===== src/hdl/bcdec_pkg.sv =====
// Shared types and codes for the BC1/BC2/BC3 block decoder.
// Holds the input and output beat structs, the palette bundle and the format codes.
// No dependencies.
`default_nettype none

package bcdec_pkg;

	localparam int CfgAddrW = 3;
	localparam int CfgDataW = 32;

	localparam logic [1:0] FMT_DXT1 = 2'd0;
	localparam logic [1:0] FMT_DXT3 = 2'd1;
	localparam logic [1:0] FMT_DXT5 = 2'd2;

	localparam logic [CfgAddrW-1:0] ADDR_BLOCK_FORMAT = 3'd0;

	typedef struct packed {
		logic [63:0] color_block;
		logic [63:0] alpha_block;
	} in_beat_t;

	typedef struct packed {
		logic [1:0]  row_index;
		logic [31:0] texel_col0;
		logic [31:0] texel_col1;
		logic [31:0] texel_col2;
		logic [31:0] texel_col3;
		logic        last_row;
	} out_beat_t;

	// Four color entries with their DXT1 alpha, plus the eight DXT5 alpha levels.
	typedef struct packed {
		logic [3:0][7:0] r;
		logic [3:0][7:0] g;
		logic [3:0][7:0] b;
		logic [3:0][7:0] a;
		logic [7:0][7:0] apal;
	} pal_t;

endpackage

`default_nettype wire


===== src/hdl/bcdec_palette.sv =====
// Palette builder: expands the two RGB565 endpoints and the two alpha endpoints
// into the full color and alpha palettes. Pure combinational logic.
// Depends on bcdec_pkg.
`default_nettype none

module bcdec_palette (
	input  wire logic [31:0]     endpoints,
	input  wire logic [15:0]     alpha_ends,
	output bcdec_pkg::pal_t      pal
);
	import bcdec_pkg::*;

	// Constant divisions are done as multiply by a scaled reciprocal and shift.
	// Each scale is chosen so that truncation is exact over the operand range.
	function automatic logic [7:0] div3(input logic [9:0] x);
		logic [20:0] p;
		p = 21'(x) * 21'd683;
		return p[18:11];
	endfunction

	function automatic logic [7:0] div5(input logic [10:0] x);
		logic [21:0] p;
		p = 22'(x) * 22'd1639;
		return p[20:13];
	endfunction

	function automatic logic [7:0] div7(input logic [10:0] x);
		logic [22:0] p;
		p = 23'(x) * 23'd2341;
		return p[21:14];
	endfunction

	logic [15:0]     c0, c1;
	logic [7:0]      a0, a1;
	logic [1:0][7:0] re, ge, be;

	assign c0 = endpoints[15:0];
	assign c1 = endpoints[31:16];
	assign a0 = alpha_ends[7:0];
	assign a1 = alpha_ends[15:8];

	assign re[0] = {c0[15:11], c0[15:13]};
	assign ge[0] = {c0[10:5], c0[10:9]};
	assign be[0] = {c0[4:0], c0[4:2]};
	assign re[1] = {c1[15:11], c1[15:13]};
	assign ge[1] = {c1[10:5], c1[10:9]};
	assign be[1] = {c1[4:0], c1[4:2]};

	always_comb begin
		logic [8:0]  half_r, half_g, half_b;
		logic [10:0] sum7;
		logic [10:0] sum5;
		sum7 = '0;
		sum5 = '0;
		pal.r[0] = re[0];
		pal.g[0] = ge[0];
		pal.b[0] = be[0];
		pal.r[1] = re[1];
		pal.g[1] = ge[1];
		pal.b[1] = be[1];
		pal.a    = {4{8'hFF}};
		half_r = 9'(re[0]) + 9'(re[1]);
		half_g = 9'(ge[0]) + 9'(ge[1]);
		half_b = 9'(be[0]) + 9'(be[1]);
		// The raw 16-bit endpoint compare picks four opaque colors or three plus black.
		if (c0 > c1) begin
			pal.r[2] = div3({1'b0, re[0], 1'b0} + 10'(re[1]));
			pal.g[2] = div3({1'b0, ge[0], 1'b0} + 10'(ge[1]));
			pal.b[2] = div3({1'b0, be[0], 1'b0} + 10'(be[1]));
			pal.r[3] = div3(10'(re[0]) + {1'b0, re[1], 1'b0});
			pal.g[3] = div3(10'(ge[0]) + {1'b0, ge[1], 1'b0});
			pal.b[3] = div3(10'(be[0]) + {1'b0, be[1], 1'b0});
		end else begin
			pal.r[2] = half_r[8:1];
			pal.g[2] = half_g[8:1];
			pal.b[2] = half_b[8:1];
			pal.r[3] = 8'd0;
			pal.g[3] = 8'd0;
			pal.b[3] = 8'd0;
			pal.a[3] = 8'd0;
		end

		pal.apal[0] = a0;
		pal.apal[1] = a1;
		if (a0 > a1) begin
			for (int i = 2; i < 8; i++) begin
				sum7 = 11'(8 - i) * 11'(a0) + 11'(i - 1) * 11'(a1);
				pal.apal[i] = div7(sum7);
			end
		end else begin
			for (int i = 2; i < 6; i++) begin
				sum5 = 11'(6 - i) * 11'(a0) + 11'(i - 1) * 11'(a1);
				pal.apal[i] = div5(sum5);
			end
			pal.apal[6] = 8'd0;
			pal.apal[7] = 8'hFF;
		end
	end

endmodule

`default_nettype wire


===== src/hdl/bc1_bc2_bc3_block_decoder_unit.sv =====
// Top level of the BC1/BC2/BC3 block decoder: input register, palette stage,
// row sequencer, output register and the format register on an APB-style port.
// Depends on bcdec_pkg and bcdec_palette.
//
// Usage:
// One input beat carries a whole compressed 4x4 block (color half and alpha half).
// Each block yields four output beats, rows 0 to 3 in order, each with four RGBA8
// texels; last_row marks the fourth. The block_format register (byte address 0)
// selects DXT1, DXT3 or DXT5; code 3 decodes as DXT1. Write it only while idle.
// The first row goes from the input register through the palette stage to the
// output register; the other rows follow back to back when the receiver does not
// stall. The block rate is set by the output channel carrying one row per beat.
// The next block is taken into the input register while the current one is still
// being sent, so back-to-back blocks leave no gaps.
// When the receiver stalls, the output beat holds, the row sequencer waits and,
// once the input register is full, in_stall rises.
// Reset clears all valid flags and sets block_format to DXT1; pready is always high.
`default_nettype none

module bc1_bc2_bc3_block_decoder_unit (
	input  wire logic                          clk,
	input  wire logic                          arst_n,
	input  wire logic                          in_valid,
	output logic                               in_stall,
	input  wire bcdec_pkg::in_beat_t           in_data,
	output logic                               out_valid,
	input  wire logic                          out_stall,
	output bcdec_pkg::out_beat_t               out_data,
	input  wire logic                          psel,
	input  wire logic                          penable,
	input  wire logic                          pwrite,
	input  wire logic [bcdec_pkg::CfgAddrW-1:0] paddr,
	input  wire logic [bcdec_pkg::CfgDataW-1:0] pwdata,
	output logic [bcdec_pkg::CfgDataW-1:0]     prdata,
	output logic                               pready
);
	import bcdec_pkg::*;

	logic [1:0]  fmt_q;

	in_beat_t    blk_s1;
	logic        vld_s1;

	pal_t        pal_s2;
	pal_t        pal_c;
	logic [31:0] cidx_s2;
	logic [63:0] ab_s2;
	logic        vld_s2;
	logic [1:0]  row_s2;

	out_beat_t   out_q;
	logic        out_vld_q;

	logic        out_load, s2_free, s1_move, in_acc, cfg_wr;
	logic [7:0]  cidx_row;
	logic [15:0] a4_row;
	logic [11:0] a3_row;
	logic [5:0]  a3_base;
	logic [3:0][31:0] texel;

	assign pready = 1'b1;
	assign prdata = {{(CfgDataW-2){1'b0}}, fmt_q};
	assign cfg_wr = psel && penable && pwrite && pready && (paddr[2] == ADDR_BLOCK_FORMAT[2]);

	always_ff @(posedge clk or negedge arst_n) begin
		if (!arst_n) begin
			fmt_q <= FMT_DXT1;
		end else if (cfg_wr) begin
			fmt_q <= pwdata[1:0];
		end
	end

	// Handshake chain: the output register pulls rows, the last row frees stage 2.
	assign out_load = vld_s2 && (!out_vld_q || !out_stall);
	assign s2_free  = !vld_s2 || (out_load && row_s2 == 2'd3);
	assign s1_move  = vld_s1 && s2_free;
	assign in_stall = vld_s1 && !s2_free;
	assign in_acc   = in_valid && !in_stall;

	bcdec_palette u_pal (
		.endpoints  (blk_s1.color_block[31:0]),
		.alpha_ends (blk_s1.alpha_block[15:0]),
		.pal        (pal_c)
	);

	always_ff @(posedge clk or negedge arst_n) begin
		if (!arst_n) begin
			vld_s1 <= 1'b0;
		end else if (in_acc) begin
			vld_s1 <= 1'b1;
		end else if (s1_move) begin
			vld_s1 <= 1'b0;
		end
	end

	always_ff @(posedge clk) begin
		if (in_acc) begin
			blk_s1 <= in_data;
		end
	end

	always_ff @(posedge clk or negedge arst_n) begin
		if (!arst_n) begin
			vld_s2 <= 1'b0;
			row_s2 <= 2'd0;
		end else if (s1_move) begin
			vld_s2 <= 1'b1;
			row_s2 <= 2'd0;
		end else if (s2_free) begin
			vld_s2 <= 1'b0;
		end else if (out_load) begin
			row_s2 <= row_s2 + 2'd1;
		end
	end

	always_ff @(posedge clk) begin
		if (s1_move) begin
			pal_s2  <= pal_c;
			cidx_s2 <= blk_s1.color_block[63:32];
			ab_s2   <= blk_s1.alpha_block;
		end
	end

	// Row slices of the index fields for the row being sent.
	assign a3_base  = 6'd16 + 6'(row_s2) * 6'd12;
	assign cidx_row = cidx_s2[{row_s2, 3'b000} +: 8];
	assign a4_row   = ab_s2[{row_s2, 4'b0000} +: 16];
	assign a3_row   = ab_s2[a3_base +: 12];

	always_comb begin
		logic [1:0] ci;
		logic [3:0] n4;
		logic [2:0] ai;
		logic [7:0] alpha;
		for (int x = 0; x < 4; x++) begin
			ci = cidx_row[2*x +: 2];
			n4 = a4_row[4*x +: 4];
			ai = a3_row[3*x +: 3];
			case (fmt_q)
				FMT_DXT3: alpha = {n4, n4};
				FMT_DXT5: alpha = pal_s2.apal[ai];
				default:  alpha = pal_s2.a[ci];
			endcase
			texel[x] = {alpha, pal_s2.b[ci], pal_s2.g[ci], pal_s2.r[ci]};
		end
	end

	always_ff @(posedge clk or negedge arst_n) begin
		if (!arst_n) begin
			out_vld_q <= 1'b0;
		end else if (out_load) begin
			out_vld_q <= 1'b1;
		end else if (!out_stall) begin
			out_vld_q <= 1'b0;
		end
	end

	always_ff @(posedge clk) begin
		if (out_load) begin
			out_q.row_index  <= row_s2;
			out_q.texel_col0 <= texel[0];
			out_q.texel_col1 <= texel[1];
			out_q.texel_col2 <= texel[2];
			out_q.texel_col3 <= texel[3];
			out_q.last_row   <= (row_s2 == 2'd3);
		end
	end

	assign out_valid = out_vld_q;
	assign out_data  = out_q;

endmodule

`default_nettype wire


===== config.mk =====
export PLATFORM = sky130hd
export DESIGN_NAME = bc1_bc2_bc3_block_decoder_unit
export DESIGN_NICKNAME = d
export VERILOG_FILES = /design/src/hdl/bcdec_pkg.sv /design/src/hdl/bcdec_palette.sv /design/src/hdl/bc1_bc2_bc3_block_decoder_unit.sv
export SDC_FILE = /design/constraint.sdc
export NUM_CORES = 2
export LEC_CHECK = 0
export BUFFER_PORTS_ARGS = -buffer_cell sky130_fd_sc_hd__buf_2
export CORE_ASPECT_RATIO = 1.25
export CORE_MARGIN = 3
export CORE_UTILIZATION = 34
export CTS_BUF_LIST = sky130_fd_sc_hd__clkbuf_4 sky130_fd_sc_hd__clkbuf_8
export DETAILED_ROUTE_END_ITERATION = 10
export GPL_TIMING_DRIVEN = 0
export SLEW_MARGIN = 20
export SYNTH_ARGS = -nofsm -noshare
export SYNTH_HDL_FRONTEND = slang
export SYNTH_SLANG_ARGS = --single-unit
export TNS_END_PERCENT = 20

===== constraint.sdc =====
create_clock -name clk -period 7.1 [get_ports clk]
set_input_delay 1.065 -clock clk [delete_from_list [all_inputs] [get_ports clk]]
set_output_delay 1.065 -clock clk [all_outputs]
set_load 0.01 [all_outputs]

==> results.json <==
{
  "drt_pre_antenna_iters": 7,
  "grt-busiest-layer": "met2",
  "max-clock-path-buffers": 3,
  "syn_inst": 4680,
  "routed_wl_mm": 159,
  "synth_cell_types": 98,
  "nFillCells": 15419,
  "synth-seq-cells": 491,
  "crit_path_end_kind": "flop",
  "reg2reg_setup_slack_ns": -0.11,
  "cts_tree": "built",
  "yosys.area.top_type": "edfxtp_1",
  "rsz0062_at_grt": "true",
  "met1_usage_pct": 21.9,
  "num_io_pins": 336,
  "cp_common_cell": "a21oi_2",
  "synth_edf_count": 484,
  "whs_ns": 0.135,
  "syn_avg_cell_area_um2": 11.8,
  "fin_crit_sh_pct": 102,
  "detail-route-antenna-nets": 0,
  "portBuffers": 272,
  "cts_root_buf": "clkbuf_8",
  "dpl.hpwl_mm": 126,
  "path_max_fanout": 4,
  "setup_viol": 9,
  "syn2layout_area_growth_pct": 16.9,
  "wl_per_cell_um": 21.3,
  "fmax_mhz": 139,
  "slew_viol_final": 0,
  "grt_pass1_wl_mm": 241,
  "core_region_area_um2": 160000,
  "status": "complete, but fails checks",
  "grt_use_met3_pct": 2.57,
  "skew_ns": 0.111,
  "syn_area_um2": 55200,
  "reg2reg_depth": 29,
  "drc": 0,
  "path_class": "reg2reg",
  "ys_seq_area_share_pct": 26.6,
  "cp-start-kind": "flop",
  "cts.sinks": 491,
  "die_h_um": 456,
  "reg2reg_from": "blk_s1[9]$_DFFE_PP_",
  "drtIter0Drc": 2184,
  "cts_inserted_buffers": 86,
  "ys_warn_count": 0,
  "fin_setup_tns_ns": -0.486,
  "netlist.area_leader.share_pct": 26.3,
  "arrival_ns": 7.67,
  "hold_class": "in2async",
  "overflow": 0,
  "antenna_found_initial": 12,
  "post-route-min-period_ns": 7.21,
  "tightestPinTransition_ns": 1.18,
  "grt_use_met2_pct": 34.1,
  "htreeDepth": 3,
  "failed_checks": "setup timing",
  "timing.slew.headroom_pct": 21.4,
  "num_rows": 164,
  "synth_ff_type": "edfxtp_1",
  "async_flop_share_pct": 1.43,
  "first_global_vias": 40480,
  "synthTopCellsByArea": "edfxtp_1, ha_1, fa_1",
  "vias": 38708,
  "final_net_count": 6935,
  "crit_path_top_delay_cell": "fa_2",
  "drive_above_1_share_pct": 21.3,
  "fp.dieW_um": 366,
  "dieArea_um2": 167000,
  "synth.most_common_cell": "ha_1",
  "crit_required_ns": 7.56,
  "slowest_delay_ns": 0.57,
  "r2r_end": "pal_s2[54]$_SDFFCE_PN0P_",
  "hold_viol_final": 0,
  "grt_max_degree": 106,
  "start_util_pct": 34.4,
  "fin_ws_ns": -0.112,
  "post_drt_via_cell_ratio": 5.19,
  "ys_top_cells_by_count": "ha_1, inv_1, edfxtp_1",
  "cap_violations": 0,
  "grt_usage_pct": 18.7,
  "gp_congestion": 0.930,
  "clk_latency_ns": 0.81,
  "path_clk_slew_ns": 0.06
}
routing by layer:
layer	wire length (um)	share of wire [%]	vias up
met5	11	0.0069	-
met4	8090	5.1	2
met3	7470	4.7	362
met2	81700	51	1124
met1	61400	39	19324
li1	-	-	17896
timing repair:
item                       in CTS  in global routing
setup endpoints to repair      54                 60
hold buffers                    0                  0
gates cloned                    0                  0
pin swaps                     113                 73
resized for setup             216                149
buffers inserted              127                 18
sequential cells by signal (all words and copies together) (netlist names):
name,flops
ab_s2,50
blk_s1,128
cidx_s2,32
fmt_q,2
out_data,131
out_valid,1
pal_s2,143
row_s2,2
vld_s1,1
vld_s2,1
critical path, delay by kind of cell (launching register included):
family | cells | cell delay (ns)
adders and majority gates | 8 | 2.85
AOI/OAI and AO/OA | 13 | 2.60
buffers and inverters | 6 | 0.66
DFF | 1 | 0.41
xor gates and xnor gates | 1 | 0.18
and+or+nand+nor | 1 | 0.16
kinds of logic after synthesis:
kind of cell,synth area share (%)
muxes,9.74
DFF,26.6
buffers and inverters,5.98
adders and majority gates,40.2
other,0.0136
and+or+nand+nor,5.05
AOI/OAI and AO/OA,8.01
xor gates and xnor gates,4.40
placed cells by master, fill, tap and decap left out, types with 66 or more instances in the layout:
master	count
clkbuf_8	87
xnor2_1	157
ha_1	1092
inv_1	663
mux4_2	164
fa_1	375
nor2_1	159
a21oi_1	172
edfxtp_1	484
o21ai_0	78
mux2i_1	129
buf_2	295
a21o_1	66
xor2_1	70
nand2_1	157
buf_4	167
through the flow:
step	util, %	cells	instance area (um2)	setup WS, ns
3_5_place_dp	37.2	7151	59700	-1.85
5_1_grt	40.2	7452	64500	-0.340
2_1_floorplan	-	4709	55400	-0.0221
6_report	40.2	7453	64500	-0.112
3_3_place_gp	37.1	7139	59500	-2.10
4_1_cts	39.7	7436	63600	-0.154
layout make-up:
class / count / area, um2 / share of cell area [%]
multi-input cells: 3427 / 39200 / 60.7
diodes: 1 / 2.50 / 0.00388
plain buffers: 113 / 756 / 1.17
flip-flops and latches: 491 / 14700 / 22.8
inverters: 678 / 2570 / 3.98
clock inverters: 52 / 418 / 0.648
clock buffers: 106 / 1340 / 2.08
well taps: 2158 / 2700 / 4.19
repair buffers: 427 / 2830 / 4.39
worst max path at each step:
stage,to,start,slack (ns)
after global routing,pal_s2[54]$_SDFFCE_PN0P_,blk_s1[10]$_DFFE_PP_,-0.34
after global placement,pal_s2[23]$_DFFE_PP_,blk_s1[0]$_DFFE_PP_,-2.10
after detailed placement,pal_s2[23]$_DFFE_PP_,blk_s1[1]$_DFFE_PP_,-1.85
after floorplan,pal_s2[31]$_DFFE_PP_,blk_s1[0]$_DFFE_PP_,-0.02
after CTS,pal_s2[54]$_SDFFCE_PN0P_,blk_s1[9]$_DFFE_PP_,-0.15
final,pal_s2[54]$_SDFFCE_PN0P_,blk_s1[9]$_DFFE_PP_,-0.11
Power is not shown: default switching activity piles up to over one toggle a cycle in this logic, so the estimate is an artifact.
